File: config.mk
export PLATFORM = sky130hd
export DESIGN_NAME = fwsc_regs
export DESIGN_NICKNAME = d
export VERILOG_FILES = /design/src/rtl/core/fwsc_pkg.sv /design/src/rtl/core/fwsc_regs.sv
export SDC_FILE = /design/constraint.sdc
export NUM_CORES = 1
export LEC_CHECK = 0
export ABC_AREA = 1
export ABC_CLOCK_PERIOD_IN_PS = 2300
export BUFFER_PORTS_ARGS = -buffer_cell sky130_fd_sc_hd__buf_2
export CAP_MARGIN = 5
export CORE_MARGIN = 2
export CORE_UTILIZATION = 29
export DETAILED_ROUTE_END_ITERATION = 7
export PLACE_DENSITY_LB_ADDON = 0.08
export SLEW_MARGIN = 10
export SYNTH_ARGS = -nofsm -noshare
export SYNTH_HDL_FRONTEND = slang
export SYNTH_SLANG_ARGS = --single-unit
File: constraint.sdc
create_clock -name clk -period 2.3 [get_ports clk]
set_clock_uncertainty 0.15 [all_clocks]
set_input_delay 0.46 -clock clk [delete_from_list [all_inputs] [get_ports clk]]
set_output_delay 0.46 -clock clk [all_outputs]
set_load 0.005 [all_outputs]
File: src/rtl/core/fwsc_pkg.sv
// ----------------------------------------------------------------------------
// fwsc_pkg: shared types and constants for the four-way sequence coverage table
// Request and result payloads, configuration bundle, sequencer states and the
// table of distinct ordered 4-tuple counts per event count.
// ----------------------------------------------------------------------------
package fwsc_pkg;

	// Fixed field geometry
	localparam int ORDER_W      = 64;
	localparam int NIB_W        = 4;
	localparam int EVENT_VALS   = 2 ** NIB_W;
	localparam int NUM_EVENTS_W = 5;
	localparam int UNCOV_W      = 11;
	localparam int TOTAL_W      = 16;

	// Default event limit and derived map geometry
	localparam int MAX_EVENTS_DEF = 16;
	localparam int EV_W_DEF       = $clog2(MAX_EVENTS_DEF);

	// Register port
	localparam int DATA_W    = 32;
	localparam int ADDR_W    = 3;
	localparam int REG_IDX_W = ADDR_W - 2;
	localparam logic [REG_IDX_W-1:0] REG_NUM_EVENTS = '0;

	localparam logic [NUM_EVENTS_W-1:0] NUM_EVENTS_RST = 5'd16;
	localparam logic [NUM_EVENTS_W-1:0] MIN_EVENTS     = 5'd4;

	// Request kinds
	localparam logic REQ_SCORE = 1'b0;
	localparam logic REQ_MARK  = 1'b1;

	typedef struct packed {
		logic               req_type;
		logic [ORDER_W-1:0] order;
	} req_t;

	typedef struct packed {
		logic [UNCOV_W-1:0] uncovered_count;
		logic [TOTAL_W-1:0] covered_total;
		logic               full_cover;
		logic               order_error;
	} res_t;

	// Register block to engine
	typedef struct packed {
		logic                    clear_req;
		logic [NUM_EVENTS_W-1:0] num_events;
	} cfg_t;

	typedef enum logic [2:0] {
		ST_CLEAR,
		ST_IDLE,
		ST_CHECK,
		ST_RUN,
		ST_DRAIN,
		ST_DONE
	} state_t;

	// n*(n-1)*(n-2)*(n-3) for the legal event counts
	function automatic logic [TOTAL_W-1:0] tuple_total(input logic [NUM_EVENTS_W-1:0] n);
		logic [TOTAL_W-1:0] t;
		case (n)
			5'd4:    t = 16'd24;
			5'd5:    t = 16'd120;
			5'd6:    t = 16'd360;
			5'd7:    t = 16'd840;
			5'd8:    t = 16'd1680;
			5'd9:    t = 16'd3024;
			5'd10:   t = 16'd5040;
			5'd11:   t = 16'd7920;
			5'd12:   t = 16'd11880;
			5'd13:   t = 16'd17160;
			5'd14:   t = 16'd24024;
			5'd15:   t = 16'd32760;
			5'd16:   t = 16'd43680;
			default: t = '0;
		endcase
		return t;
	endfunction

endpackage

File: src/rtl/core/fwsc_regs.sv
// ----------------------------------------------------------------------------
// fwsc_regs: configuration register file
// Holds the event count; any write to it asks the engine for a new coverage run.
// ----------------------------------------------------------------------------
module fwsc_regs (
	input  logic                         clk,
	input  logic                         arst_n,
	input  logic                         psel,
	input  logic                         penable,
	input  logic                         pwrite,
	input  logic [fwsc_pkg::ADDR_W-1:0]  paddr,
	input  logic [fwsc_pkg::DATA_W-1:0]  pwdata,
	output logic [fwsc_pkg::DATA_W-1:0]  prdata,
	output logic                         pready,
	output fwsc_pkg::cfg_t               cfg
);
	import fwsc_pkg::*;

	logic [REG_IDX_W-1:0]    reg_idx;
	logic                    wr_hit;
	logic [NUM_EVENTS_W-1:0] num_events_q;

	assign reg_idx = paddr[ADDR_W-1:2];
	assign pready  = 1'b1;
	assign wr_hit  = psel & penable & pwrite & pready & (reg_idx == REG_NUM_EVENTS);

	// Event count register
	always_ff @(posedge clk or negedge arst_n) begin
		if (!arst_n) begin
			num_events_q <= NUM_EVENTS_RST;
		end else if (wr_hit) begin
			num_events_q <= pwdata[NUM_EVENTS_W-1:0];
		end
	end

	// Read mux
	always_comb begin
		prdata = '0;
		if (reg_idx == REG_NUM_EVENTS) begin
			prdata = {{(DATA_W-NUM_EVENTS_W){1'b0}}, num_events_q};
		end
	end

	assign cfg.clear_req  = wr_hit;
	assign cfg.num_events = num_events_q;

endmodule

==> results.py, run 1 <==
metrics = {
    "worst_setup_path": {
        "endpoint_kind": "primary output",
        "ff2ff_path_depth": 2,
        "ff2ff_setup_slack_ps": 1450,
        "cp-start-kind": "input port",
        "crit_arrival_ps": 1060,
        "r2r_end": "num_events_q[4]",
        "crit_type": "in -> out",
        "cp.required_ps": 1690,
        "rr_startpoint": "num_events_q[4]",
        "path_max_fanout": 6,
    },
    "power": {
        "power_density_mw_per_mm2": 571.1,
        "vdd_drop_max_mv": 0.1938,
        "power.leakage_nw": 0.3712,
    },
    "global_route": {
        "grt_util_all_layers": 0.07102,
        "grt_pass1_wl_mm": 1.035,
        "grt_max_degree": 7,
        "grt_overflow": 0,
        "antenna_found_initial": 0,
        "grt_pass1_vias": 259,
    },
    "synthesis": {
        "seq_area_frac_synth": 0.2583,
        "synth_warnings": 0,
        "synth.avg_cell_area_um2": 7.302,
        "synth_cell_types": 10,
        "synth-seq-cells": 5,
        "synthCells": 67,
        "synth_area_um2": 489.2,
    },
    "route": {
        "firstDrtPassIters": 2,
        "dr.first_iter.drc_count": 2,
        "via_count": 353,
        "ant_nets": 0,
        "detail_route.vias_per_cell": 3.330,
        "wl_um": 771,
        "drc_errors": 0,
        "routedWlPerCell_um": 7.274,
    },
    "sta": {
        "rsz0062_at_grt": "false",
        "fmax_mhz": 600.2,
        "setup_viol": 0,
        "hold-worst-slack_ps": 298.7,
        "report.final.slew_viol_count": 0,
        "tns_ps": 0,
        "final-hold-violation-count": 0,
        "finalCritPeriodShare": 0.7243,
        "period_needed_ps": 1666,
    },
    "place": {
        "gp_congestion": 0.5981,
        "port_buffers": 21,
    },
    "cells_and_area": {
        "regArea_um2": 126.4,
        "largest_reg_flops": 5,
        "final_common_cell": "conb_1",
        "antenna_cells": 0,
        "multiInputGateArea_um2": 212.7,
        "nets": 131,
        "drive_above_1_share": 0.3000,
        "reg.largest.list": "num_events_q x5",
        "largest_register": "num_events_q",
        "most-common-layout-cells": "conb_1 (28), buf_2 (21), nand2_1 (11)",
        "n_fill_cell": 177,
        "areaGrowthSynthToFinish_pct": 8.440,
    },
    "status": {
        "status": "finished, final reports clean",
    },
    "cts": {
        "clockBufferDepth": 2,
        "clkLatencyLatePin_ps": 240,
        "cts-root-buf": "clkbuf_4",
        "cts_tree": "yes",
        "cts.htree.levels": 1,
        "numClockSinks": 5,
        "numCtsBuffers": 3,
        "clk_pin_slew_worst_paths_ps": 40,
    },
    "floorplan": {
        "start_util": 0.3174,
        "core_region_area_mm2": 0.001541,
        "dieHeight_um": 45.07,
        "rows": 14,
        "ios": 79,
        "die_area_mm2": 0.002031,
        "die_w_um": 45.07,
    },
    "hold_path": {
        "whs_path_depth": 3,
        "hp-class": "in -> reg",
        "hp-start": "pwdata[4]",
        "holdPathEnd": "num_events_q[4]",
    },
    "job": {
        "drv_cap": 0,
    },
}
critical path, cell delays in order:
cell     delay [ps]
buf_2           150
nor2_4          200
nand2_4          90
inv_1            60
buf_2           100
report_power, final:
group	internal [W]	switching [W]
Clock	0.0000655	0.0000348
Combinational	0.0000363	0.0000468
Sequential	0.000107	0.0000121
Total	0.000209	0.0000938
cells in the mapped netlist:
cell / instances / area share
buf_4: 29 / 0.45
nand2_1: 11 / 0.084
inv_1: 8 / 0.061
nand3_1: 5 / 0.051
nor2_1: 5 / 0.038
dfrtp_1: 4 / 0.20
conb_1: 2 / 0.015
dfstp_2: 1 / 0.054
nand2_4: 1 / 0.023
nor2_4: 1 / 0.023
cell type report:
class                           count  share of cell area
Timing Repair Buffer               22              0.2170
Tap cell                           16             0.03774
Inverter                            8             0.05660
Multi-Input combinational cell     51              0.4009
Clock buffer                        4             0.04953
Sequential cell                     5              0.2382
metrics by stage:
stage / total power (W) / utilization / area (um^2) / setup slack, ps / instances
6_report: 0.0003030 / 0.3442 / 530.5 / 634.0 / 106
5_1_grt: 0.0003327 / 0.3442 / 530.5 / 583.3 / 106
4_1_cts: 0.0003090 / 0.3442 / 530.5 / 615.8 / 106
3_5_place_dp: 0.0002035 / 0.3206 / 494.2 / 620.5 / 101
3_3_place_gp: 0.0002034 / 0.3206 / 494.2 / 614.7 / 101
2_1_floorplan: 0.0001964 / - / 586.8 / 822.4 / 93
timing repair:
item	CTS	global route
setup buffers	0	0
setup endpoints to repair	0	0
hold endpoints to repair	4	0
resized for setup	0	0
hold buffers	1	0
worst max path at each step:
stage / slack [ps] / to / from
2_1_floorplan: 820 / cfg[5] / pwrite
3_3_place_gp: 610 / cfg[5] / paddr[2]
3_5_place_dp: 620 / cfg[5] / paddr[2]
4_1_cts: 620 / cfg[5] / paddr[2]
5_1_grt: 580 / cfg[5] / paddr[2]
6_report: 630 / cfg[5] / paddr[2]
layer usage:
layer / part of all wire / GRT usage / routed length, um / vias up
li1: - / - / - / 187
met1: 0.46 / 0.09606 / 352 / 139
met2: 0.44 / 0.1000 / 338 / 27
met3: 0.10 / 0.02400 / 80 / 0
met4: 0 / 0.03529 / 0 / 0
met5: 0 / 0 / 0 / -
logic make-up after synthesis:
group                  Yosys count  synth area share
buffers and inverters           37            0.5064
DFF                              5            0.2583
other                            2           0.01535
and+or+nand+nor                 23            0.2199
Power figures use the tool's default switching activity.
==> inputs of run 2 (changes only) <==
ABC_CLOCK_PERIOD_IN_PS = 1690   (was 2300)
CORE_UTILIZATION = 27   (was 29)
clock period = 1.69 ns   (was 2.3 ns; I/O delays follow)
==> run 2 against run 1 <==
  * Wire length increased by 5.1%
  * Cell area is 2.1% higher
  * Critical path type is now reg -> out
  * Via count grew 4.0%
  * Register-to-register slack got worse by 600 ps
  * Power grew 37%
  * Critical path depth fell by 2
  * Final cell count grew 8.5%
  * Clock power rose by 39%
  * Clock-buffer cell count is the same
  * Sequential cell count did not move
==> results.py, run 2 (same netlist as run 1, synthesis figures left out) <==
metrics = {
    "floorplan": {
        "core_region_area_mm2": 0.001708,
        "rows": 15,
        "start_util": 0.2864,
        "die_w_um": 46.57,
        "dieHeight_um": 46.57,
        "ios": 79,
        "die_area_mm2": 0.002168,
    },
    "worst_setup_path": {
        "crit_type": "reg -> out",
        "cp.required_ps": 1200,
        "critPathSlowestCell": "dfstp_2",
        "crit_arrival_ps": 990,
        "endpoint_kind": "primary output",
        "cpPeakStageDelay_ps": 530,
        "crit_buf_inv": 2,
        "cp-start-kind": "flop",
        "crit_family": "flip-flops",
        "path_max_fanout": 3,
        "crit_path_cell_trace": "inv_1 -> nor2_1 -> buf_2",
        "ff2ff_setup_slack_ps": 850,
    },
    "cells_and_area": {
        "antenna_cells": 0,
        "largest_reg_flops": 5,
        "drive_above_1_share": 0.3000,
        "areaGrowthSynthToFinish_pct": 10.74,
        "final_common_cell": "conb_1",
        "n_fill_cell": 203,
        "nets": 131,
        "largest_register": "num_events_q",
        "most-common-layout-cells": "conb_1 (28), buf_2 (21), nand2_1 (11)",
        "reg.largest.list": "num_events_q x5",
    },
    "cts": {
        "numClockSinks": 5,
        "cts_tree": "yes",
        "clockBufferDepth": 2,
        "clk_pin_slew_worst_paths_ps": 40,
        "clkLatencyLatePin_ps": 240,
        "cts-root-buf": "clkbuf_4",
        "numCtsBuffers": 3,
        "cts.htree.levels": 1,
    },
    "route": {
        "drc_errors": 0,
        "wl_met3_um": 91,
        "routed.top_layer": "met3",
        "ant_nets": 0,
        "wl_met1_um": 301,
        "detail_route.vias_per_cell": 3.191,
        "routedWlPerCell_um": 7.043,
        "wl_um": 810,
        "firstDrtPassIters": 3,
        "via_count": 367,
        "dr.first_iter.drc_count": 4,
        "wl_met2_um": 418,
    },
    "power": {
        "power.leakage_nw": 0.3712,
        "p_int_w": 0.0002848,
        "clkPwrFrac": 0.335,
        "switchingPower_w": 0.0001295,
        "combPwrFrac": 0.271,
        "p_total_w": 0.0004144,
        "vdd_drop_max_mv": 0.3847,
        "power.switching_fraction": 0.3126,
        "seqPwrFrac": 0.394,
        "power_density_mw_per_mm2": 764.9,
    },
    "place": {
        "gp_congestion": 0.6815,
        "hpwl_um": 703.1,
        "port_buffers": 21,
    },
    "sta": {
        "report.final.slew_viol_count": 0,
        "finalCritPeriodShare": 0.8742,
        "final-hold-violation-count": 0,
        "rsz0062_at_grt": "false",
        "period_needed_ps": 1477,
        "tns_ps": 0,
        "fmax_mhz": 676.9,
        "setup_viol": 0,
    },
    "global_route": {
        "grt_max_degree": 7,
        "antenna_found_initial": 0,
        "grt_util_all_layers": 0.08160,
        "grt_pass1_wl_mm": 1.193,
        "grt_pass1_vias": 296,
        "grt_overflow": 0,
    },
    "job": {
        "drv_cap": 0,
    },
    "hold_path": {
        "hp-class": "in -> reg",
    },
    "status": {
        "status": "finished, final reports clean",
    },
}
-- run 2: cell counts in the layout (fill, tap and decap cells not counted) --
No cell type changed its count.
-- run 2: worst reg2reg max path, delay by kind of cell (launching register included) --
kind	cells	cell delay, ps
AND/OR/NAND/NOR	2	100
flip-flops	1	530
-- run 2: area by class of cell --
class / instances / area (um^2) / share of cell area
repair buffers: 22 / 115.1 / 0.2125
well taps: 25 / 31.28 / 0.05774
clock buffers: 4 / 26.28 / 0.04850
flip-flops and latches: 5 / 126.4 / 0.2333
multi-input cells: 51 / 212.7 / 0.3926
inverters: 8 / 30.03 / 0.05543
-- run 2: through the flow --
step           hold WS (ps)  setup WS [ps]  area, um^2    util  instances
2_1_floorplan        -107.6          456.4       586.8       -         93
3_3_place_gp          12.34          243.4       505.5  0.2960        110
3_5_place_dp          12.93          247.0       505.5  0.2960        110
4_1_cts               158.6          197.1       541.8  0.3172        115
5_1_grt               174.7          166.8       541.8  0.3172        115
6_report              158.1          212.7       541.8  0.3172        115
-- run 2: final timing paths --
kind                            cells past startpoint            start               to
worst max-delay path                                3  num_events_q[4]        prdata[4]
worst min-delay path                                3        pwdata[4]  num_events_q[4]
worst max register to register                      2  num_events_q[4]  num_events_q[4]
worst min register to register                      2  num_events_q[4]  num_events_q[4]
max in group asynchronous                           2           arst_n  num_events_q[4]
min in group asynchronous                           2           arst_n  num_events_q[0]
-- run 2: metal layers --
metal | up-vias | GRT usage
met4 | 0 | 0.05143
met1 | 157 | 0.09176
met5 | - | 0
met2 | 24 | 0.1333
li1 | 186 | -
met3 | 0 | 0.02353
-- run 2: power groups by stage --
stage               clock (W)  sequential, W  combinational [W]
CTS                  0.000143       0.000164           0.000114
floorplan                   0       0.000165           0.000102
detailed placement          0       0.000165           0.000112
finish               0.000139       0.000163           0.000112
global placement            0       0.000165           0.000113
global route         0.000150       0.000167           0.000135
-- run 2: what timing repair did --
action | 4_1_cts | 5_1_grt
buffers inserted | 0 | 0
hold buffers | 1 | 0
resized for setup | 0 | 0
endpoints found under the setup margin | 0 | 0
endpoints found under the hold margin | 5 | 0
